### src/hdl/clock_page_replacement_macros.svh
// assertion macros for the clock page replacement block
`ifndef CLOCK_PAGE_REPLACEMENT_MACROS_SVH
`define CLOCK_PAGE_REPLACEMENT_MACROS_SVH

// same-cycle implication
`define CPR_ASSERT_NOW(lbl, ante, cons, msg) \
  lbl: assert property (@(posedge clk) disable iff (rst) (ante) |-> (cons)) else $error(msg);

// next-cycle implication
`define CPR_ASSERT_NEXT(lbl, ante, cons, msg) \
  lbl: assert property (@(posedge clk) disable iff (rst) (ante) |=> (cons)) else $error(msg);

`endif

### src/hdl/cpr_pkg.sv
// package with shared types and constants for the clock page replacement block
package cpr_pkg;

  localparam int FRAMES_DEF    = 8;
  localparam int PAGE_BITS_DEF = 16;
  localparam int CFG_W         = 4;
  localparam logic [CFG_W-1:0] CFG_RESET = 4'd8;

  typedef enum logic [1:0] {
    ST_IDLE,
    ST_CMP,
    ST_SWEEP
  } st_t;

  typedef struct packed {
    logic restart;
    logic step;
    logic write;
  } cell_ctl_t;

endpackage

### src/hdl/cpr_cell.sv
// one page frame of the clock ring with its slot of the hand token
module cpr_cell
  import cpr_pkg::*;
#(
  parameter int   PAGE_BITS  = PAGE_BITS_DEF,
  parameter logic TOKEN_INIT = 1'b0
) (
  input  logic                 clk,
  input  logic                 rst,
  input  cell_ctl_t            ctl,
  input  logic [PAGE_BITS-1:0] page_cmp,
  input  logic                 set_ref,
  input  logic                 last,
  input  logic                 tok_in,
  output logic                 tok_out,
  output logic                 tok,
  output logic                 match,
  output logic                 frame_valid,
  output logic                 ref_bit,
  output logic [PAGE_BITS-1:0] frame_page
);

  logic take;

  assign take    = ctl.write && tok;
  assign match   = frame_valid && (frame_page == page_cmp);
  assign tok_out = tok && !last;

  always_ff @(posedge clk) begin
    if (rst) begin
      tok         <= TOKEN_INIT;
      ref_bit     <= 1'b0;
      frame_valid <= 1'b0;
    end else begin
      if (ctl.restart) begin
        tok <= TOKEN_INIT;
      end else if (ctl.step) begin
        tok <= tok_in;
      end
      if (ctl.step && tok) begin
        ref_bit <= 1'b0;
      end else if (take || set_ref) begin
        ref_bit <= 1'b1;
      end
      if (take) begin
        frame_valid <= 1'b1;
      end
    end
  end

  always_ff @(posedge clk) begin
    if (take) begin
      frame_page <= page_cmp;
    end
  end

endmodule

### src/hdl/clock_page_replacement.sv
// top level of the clock (second chance) page replacement block
//
// Usage: each word on the input channel (in_valid / in_stall, field page) is one
// page reference. Each reference yields exactly one result word on the output
// channel (out_valid / out_stall): fault, frame_index, evicted_valid and
// evicted_page. The frame count is written through cfg_valid / cfg_ready with
// frames_in_use; cfg_ready is always high. The user must write it only while
// the block is idle; the block itself does not enforce this. Frames form a ring
// of cells; the hand is a token passed from cell to cell. A hit is compared and
// its result registered with no sweep; a fault first sweeps, the hand clearing
// k (0 .. n) set reference bits, one frame per cycle, then writes the victim
// frame and loads the result. The next reference is taken only after the
// result is loaded. A finished result sits in the output register while the
// next reference is accepted; a stalled output only holds back completion of
// the next item. Reset (rst, synchronous) empties all frames, clears
// reference bits, puts the hand on frame 0 and sets frames_in_use to 8.
module clock_page_replacement
  import cpr_pkg::*;
#(
  parameter int FRAMES    = FRAMES_DEF,
  parameter int PAGE_BITS = PAGE_BITS_DEF,
  localparam int IDX_W    = (FRAMES > 1) ? $clog2(FRAMES) : 1
) (
  input  logic                 clk,
  input  logic                 rst,
  input  logic                 cfg_valid,
  output logic                 cfg_ready,
  input  logic [CFG_W-1:0]     frames_in_use,
  input  logic                 in_valid,
  output logic                 in_stall,
  input  logic [PAGE_BITS-1:0] page,
  output logic                 out_valid,
  input  logic                 out_stall,
  output logic                 fault,
  output logic [IDX_W-1:0]     frame_index,
  output logic                 evicted_valid,
  output logic [PAGE_BITS-1:0] evicted_page
);

`include "clock_page_replacement_macros.svh"

  st_t                  st, st_next;
  logic [CFG_W-1:0]     count_cfg;
  logic [PAGE_BITS-1:0] req_page;
  cell_ctl_t            ctl;

  logic [FRAMES-1:0]    in_range, last, tok, tok_in, tok_out, match, valid_v, ref_v;
  logic [FRAMES-1:0]    hit_vec, hit_sel, set_ref;
  logic [PAGE_BITS-1:0] pages [FRAMES];

  logic                 any_hit, tok_oor, tok_ref, out_free, hit_done;
  logic [IDX_W-1:0]     hit_idx, tok_idx;
  logic                 vic_valid;
  logic [PAGE_BITS-1:0] vic_page;

  assign cfg_ready = 1'b1;

  always_ff @(posedge clk) begin
    if (rst) begin
      count_cfg <= CFG_RESET;
    end else if (cfg_valid && cfg_ready) begin
      count_cfg <= frames_in_use;
    end
  end

  // frame i is in use when i < clamp(count, 1, FRAMES)
  for (genvar gi = 0; gi < FRAMES; gi++) begin : g_range
    if (gi == 0) begin : g_first
      assign in_range[gi] = 1'b1;
    end else begin : g_rest
      assign in_range[gi] = {{(32-CFG_W){1'b0}}, count_cfg} > 32'(gi);
    end
    if (gi == FRAMES - 1) begin : g_end
      assign last[gi]   = in_range[gi];
    end else begin : g_mid
      assign last[gi]   = in_range[gi] && !in_range[gi+1];
    end
  end

  // token ring with wrap at the last frame in use
  assign tok_in[0] = |(tok & last);
  for (genvar gi = 1; gi < FRAMES; gi++) begin : g_ring
    assign tok_in[gi] = tok_out[gi-1];
  end

  for (genvar gi = 0; gi < FRAMES; gi++) begin : g_cell
    cpr_cell #(
      .PAGE_BITS  (PAGE_BITS),
      .TOKEN_INIT (gi == 0)
    ) u_cell (
      .clk         (clk),
      .rst         (rst),
      .ctl         (ctl),
      .page_cmp    (req_page),
      .set_ref     (set_ref[gi]),
      .last        (last[gi]),
      .tok_in      (tok_in[gi]),
      .tok_out     (tok_out[gi]),
      .tok         (tok[gi]),
      .match       (match[gi]),
      .frame_valid (valid_v[gi]),
      .ref_bit     (ref_v[gi]),
      .frame_page  (pages[gi])
    );
  end

  assign hit_vec  = match & in_range;
  assign hit_sel  = hit_vec & (~hit_vec + FRAMES'(1));
  assign any_hit  = |hit_vec;
  assign tok_oor  = |(tok & ~in_range);
  assign tok_ref  = |(tok & ref_v);
  assign out_free = !out_valid || !out_stall;

  always_comb begin
    hit_idx   = '0;
    tok_idx   = '0;
    vic_valid = 1'b0;
    vic_page  = '0;
    for (int i = 0; i < FRAMES; i++) begin
      if (hit_sel[i]) begin
        hit_idx = hit_idx | IDX_W'(i);
      end
      if (tok[i]) begin
        tok_idx = tok_idx | IDX_W'(i);
      end
      if (tok[i] && valid_v[i]) begin
        vic_valid = 1'b1;
        vic_page  = vic_page | pages[i];
      end
    end
  end

  always_ff @(posedge clk) begin
    if (rst) begin
      st <= ST_IDLE;
    end else begin
      st <= st_next;
    end
  end

  always_comb begin
    st_next = st;
    unique case (st)
      ST_IDLE: begin
        if (in_valid) begin
          st_next = ST_CMP;
        end
      end
      ST_CMP: begin
        if (!any_hit) begin
          st_next = ST_SWEEP;
        end else if (out_free) begin
          st_next = ST_IDLE;
        end
      end
      ST_SWEEP: begin
        if (!tok_ref && out_free) begin
          st_next = ST_IDLE;
        end
      end
      default: st_next = ST_IDLE;
    endcase
  end

  always_comb begin
    in_stall    = (st != ST_IDLE);
    ctl.restart = (st == ST_CMP) && !any_hit && tok_oor;
    ctl.step    = (st == ST_SWEEP) && tok_ref;
    ctl.write   = (st == ST_SWEEP) && !tok_ref && out_free;
    hit_done    = (st == ST_CMP) && any_hit && out_free;
    set_ref     = hit_done ? hit_sel : '0;
  end

  always_ff @(posedge clk) begin
    if (in_valid && !in_stall) begin
      req_page <= page;
    end
  end

  always_ff @(posedge clk) begin
    if (rst) begin
      out_valid <= 1'b0;
    end else if (hit_done || ctl.write) begin
      out_valid <= 1'b1;
    end else if (!out_stall) begin
      out_valid <= 1'b0;
    end
  end

  always_ff @(posedge clk) begin
    if (hit_done) begin
      fault         <= 1'b0;
      frame_index   <= hit_idx;
      evicted_valid <= 1'b0;
      evicted_page  <= '0;
    end else if (ctl.write) begin
      fault         <= 1'b1;
      frame_index   <= tok_idx;
      evicted_valid <= vic_valid;
      evicted_page  <= vic_page;
    end
  end

  // hand token stays unique
  `CPR_ASSERT_NOW(a_tok_onehot, 1'b1, $onehot(tok), "hand token not one-hot")
  // a displaced page only comes with a fault
  `CPR_ASSERT_NOW(a_evict_fault, out_valid && evicted_valid, fault, "eviction without fault")
  // victim write completes the item
  `CPR_ASSERT_NEXT(a_write_done, ctl.write, (st == ST_IDLE) && out_valid,
                   "victim write did not finish item")
  // an accepted word goes to the compare step
  `CPR_ASSERT_NEXT(a_accept_cmp, in_valid && !in_stall, st == ST_CMP,
                   "accepted word not compared")

endmodule

### config.mk
export PLATFORM = sky130hd
export DESIGN_NAME = clock_page_replacement
export DESIGN_NICKNAME = d
export VERILOG_FILES = /design/src/hdl/cpr_pkg.sv /design/src/hdl/cpr_cell.sv /design/src/hdl/clock_page_replacement.sv
export VERILOG_INCLUDE_DIRS = /design/src /design/src/hdl
export SDC_FILE = /design/constraint.sdc
export NUM_CORES = 1
export LEC_CHECK = 0
export BUFFER_PORTS_ARGS = -buffer_cell sky130_fd_sc_hd__buf_2
export CAP_MARGIN = 20
export CORE_UTILIZATION = 55
export CTS_CLUSTER_SIZE = 40
export DETAILED_ROUTE_END_ITERATION = 16
export PLACE_DENSITY_LB_ADDON = 0.08
export RECOVER_POWER = 100
export SYNTH_ARGS = -nofsm -noshare
export SYNTH_HDL_FRONTEND = slang
export SYNTH_HIERARCHICAL = 1
export SYNTH_SLANG_ARGS = --single-unit
export TNS_END_PERCENT = 20
### constraint.sdc
create_clock -name clk -period 5.3 [get_ports clk]
set_input_delay 1.325 -clock clk [delete_from_list [all_inputs] [get_ports clk]]
set_output_delay 1.325 -clock clk [all_outputs]
set_load 0.1 [all_outputs]
# After elaboration in Yosys (flattened, before gate mapping)
# Index checks and enable logic that the tools add are counted.
# op_classes
order_cmp,7
addsub,1
muxes,40
n_eq_ne,14
bitwise,14
reduce_logical,99
# op_table
cell,n
16-bit equality test,8
16-bit 2-to-1 mux,8
16-bit bitwise OR,7
1-bit logical AND,54
8-bit AND,5
8-bit OR reduction,4
3-bit 2-to-1 mux,10
1-bit logical NOT,18
2-bit OR reduction,9
4-bit by 3-bit > comparator with 1-bit output (second input constant),4
2-bit 2-to-1 mux,8
8-bit inverter,2
1-bit 2-to-1 mux,12
1-bit logical OR,10
8-bit by 1-bit adder with 8-bit output (second input constant),1
4-bit by 2-bit > comparator with 1-bit output (second input constant),2
8-bit 2-to-1 mux,1
2-bit case mux with 3 select lines,1
4-bit by 1-bit > comparator with 1-bit output (second input constant),1
2-bit inequality test (second input constant),2
2-bit nonzero test,2
3-bit inequality test (second input constant),1
3-bit AND reduction,1
2-bit by 1-bit equality test with 1-bit output (second input constant),1
3 further kinds,3
# word_totals
out_inout_bits,24
in_bits,25
register_bits,196
elab_cells,215

# Depth between registers and ports, before layout
# depth
ltp_word,16
ltp_mapped,12

# Hierarchy
# Netlist, hierarchy kept.
# by_module_without_submodules
mod,n_inst,seq_area_each_um2,cells_per_inst,area_per_inst_um2
cpr_cell at g_cell[1].u_cell ...,7,540.5,49,770.7
clock_page_replacement,1,1071.0,296,2834.0
cpr_cell at g_cell[0].u_cell,1,540.5,50,773.2

# Worst setup path before layout
# OpenSTA, ideal clock, no wires.
# synth_path
path_kind,flip-flop to flip-flop
startpoint,reg req_page[0]
endpoint,reg g_cell[1].u_cell.tok
path_buffers,1
arrival_ns,2.832
setup_time_ns,0.159
setup_slack_ns,2.309
required_time_ns,5.141
path_stages_with_launch,11
cell_sequence,edfxtp_1 > xor2_1 > nor4_1 > nand4_1 > nor4_2 > a311o_1 > a211oi_4 > nand4bb_1 > buf_6 > nor4_1 > nor3_1
# synth_lines
element,line_no,text
start: declaration,clock_page_replacement.sv:44,logic [PAGE_BITS-1:0] req_page;
start signal: assignment,clock_page_replacement.sv:176,req_page <= page;
end signal: assignment,cpr_cell.sv:38,tok <= tok_in;
end: declaration,cpr_cell.sv:16,"output logic tok,"

# Worst setup path after layout
# layout_path
startpoint,in out_stall
endpoint,"reg g_cell[6].u_cell.frame_page[7], enable pin"
# layout_via
elab_chain_cells,4
# layout_lines
element,line_no,text
start: declaration,clock_page_replacement.sv:33,"input logic out_stall,"
1-bit logical NOT,--,
1-bit logical OR,clock_page_replacement.sv:112,assign out_free = !out_valid || !out_stall;
1-bit logical AND,clock_page_replacement.sv:169,ctl.write = (st == ST_SWEEP) && !tok_ref && out_free;
1-bit logical AND,cpr_cell.sv:25,assign take = ctl.write && tok;
net g_cell[6].u_cell.take,cpr_cell.sv:23,logic take;
end signal: assignment,cpr_cell.sv:53,frame_page <= page_cmp;
end: declaration,cpr_cell.sv:20,output logic [PAGE_BITS-1:0] frame_page
# The timed path passes the listed nets, and every way through them passes these cells.
# A chain may end at the register's enable or synchronous reset.

==> reports/results.txt <==
first-pass GRT wire length - 34.8 mm
routed len/inst - 23.7 um
Filler cells - 1,241
Mapped Cells - 687
antenna-violating nets left - 0
IO Count - 49
clk_lat worst skew - 0.44 ns
net switching power figure - 1090 uW
PD cells - 372 nW/um^2
hpwl dp - 14.9 mm
Post-CTS Setup Bufs - 0
Syn Nets - 712
CP arrival - 4.62 ns
post-CTS sizing - 0
Tightest Pin Transition - 1.58 ns
ant diodes - 0
Worst R2R Setup Slack - 1.07 ns
max-cap violations - 2
H-tree levels - 4
status - finished with violations
worst vdd rail ir drop - 288 uV
Comb power frac - 0.147
Final GP Congestion - 0.880
hold endpoint - st[0]
die area - 16,900 um^2
Final Hold Fails - 0
Min Hold Slack - 0.466 ns
Final #Nets - 764
share of cells above drive strength 1 - 0.0971
endpoint type of the worst setup path - register
Iter 0 DRT Violations - 667
Syn Std Cell Area - 8990 um^2
vias per inst - 6.27
P_int - 2620 uW
grt ovf - 0
register share of total power - 0.481
area of the core - 15,900 um^2
total CTS buffers - 17
setup_tns - 0 ns
commonest non-fill, non-tap cell in the layout - edfxtp_1
Max-Slew Margin vs Limit - -0.0525
final worst path period share - 0.866
Tot Pwr - 3710 uW
CTS sink count - 196
Port Buf Inserts - 47
clk slew on worst S/H paths - 0.07 ns
Hold Path Origin - st[1]
most frequent cells in the layout - edfxtp_1 (147), xnor2_1 (96), dfxtp_1 (49), nor2_1 (41), nand4_1 (40)
WS Path Type - input pin to register
Die W - 130 um
Hold/Removal Path Class - register to register
Yosys warning count - 6
RR Endpoint - g_cell[6].u_cell/frame_page[7]
RR Startpoint - g_cell[3].u_cell/tok
Multi-input gate area - 3380 um^2
crit-path max FO - 18
Starting Density - 0.564
Worst Hold Depth - 1
# rows - 46
P_leak - 0.00315 uW
clock root buffer - clkbuf_16
CTS tree - done
Max Fclk - 218 MHz
total track usage - 0.286
Sw Share - 0.293
DRC - 0
DRT Pass-1 Iters - 7
vias in the first global route - 5,947
Hold-fix buffers, CTS - 0
initial antenna violation count - 0
P&R area growth vs syn - 10.8%
Final setup viols - 0
RSZ-0062 raised after global routing - false
clock power share - 0.372
Die H - 130 um
CTS max path bufs - 2
vias - 6,067
violated checks - capacitance limit, slew limit
largest net degree at the start of global routing - 32
Tmin final - 4.59 ns
Clock Skew - 0.0135 ns
Final Max Tran Viols - 38
syn avg cell area - 13.1 um^2
Post-Route WL - 23.0 mm
CP Launch Type - input pin
register area - 5400 um^2
Req. time, crit path - 5.34 ns
worst reg-to-reg path cell count - 5
[metrics by stage]
stage,area (um^2),util,std cells,setup slack (ns)
6_report,9960,0.625,968,0.713
5_1_grt,9960,0.625,968,0.662
4_1_cts,10000,0.629,965,1.59
3_5_place_dp,9410,0.590,933,1.35
3_3_place_gp,9400,0.590,932,1.31
2_1_floorplan,8990,-,687,2.31
[power groups by stage]
stage | registers (uW) | logic [uW] | clock network [uW]
after floorplan | 2120 | 141 | 0
after global placement | 1810 | 558 | 0
after detailed placement | 1820 | 560 | 0
after CTS | 1780 | 562 | 1390
after global routing | 1790 | 566 | 1440
final | 1790 | 545 | 1380
[routing by layer]
metal	track usage	wire length, um	share of wire	vias up
met5	0	0	0	-
met4	0.0910	343	0.015	0
met3	0.0664	1710	0.074	32
met2	0.443	10700	0.47	266
met1	0.402	10200	0.44	3040
li1	-	-	-	2729
[how the worst max path moves through the flow]
stage | to | cells past startpoint | startpoint
after global placement | g_cell[1].u_cell/frame_page[12] | 4 | out_stall
after floorplan | g_cell[1].u_cell/tok | 10 | req_page[0]
after CTS | g_cell[6].u_cell/ref_bit | 10 | req_page[0]
after global routing | g_cell[6].u_cell/frame_page[3] | 5 | out_stall
after detailed placement | g_cell[4].u_cell/frame_page[6] | 4 | out_stall
final | g_cell[6].u_cell/frame_page[7] | 5 | out_stall
[worst max-delay path, stage by stage]
cell and delay, ns:
buf_2 0.10, and2_0 0.21, nor4_1 1.10, clkbuf_1 0.60, and2_0 1.27
[registers in the layout (all words and copies together) (netlist names)]
signal                     flops
g_cell.u_cell/frame_page     128
evicted_page                  16
req_page                      16
g_cell.u_cell/frame_valid      8
g_cell.u_cell/ref_bit          8
g_cell.u_cell/tok              8
count_cfg                      4
frame_index                    3
st                             2
evicted_valid                  1
fault                          1
out_valid                      1
[area by class of cell]
type,instances,area share
Sequential cell,196,0.542
Timing Repair Buffer,62,0.0278
Multi-Input combinational cell,457,0.339
Clock inverter,14,0.0197
Inverter,5,0.00188
Tap cell,216,0.0271
Clock buffer,18,0.0431
(Power assumes the default switching activity.)
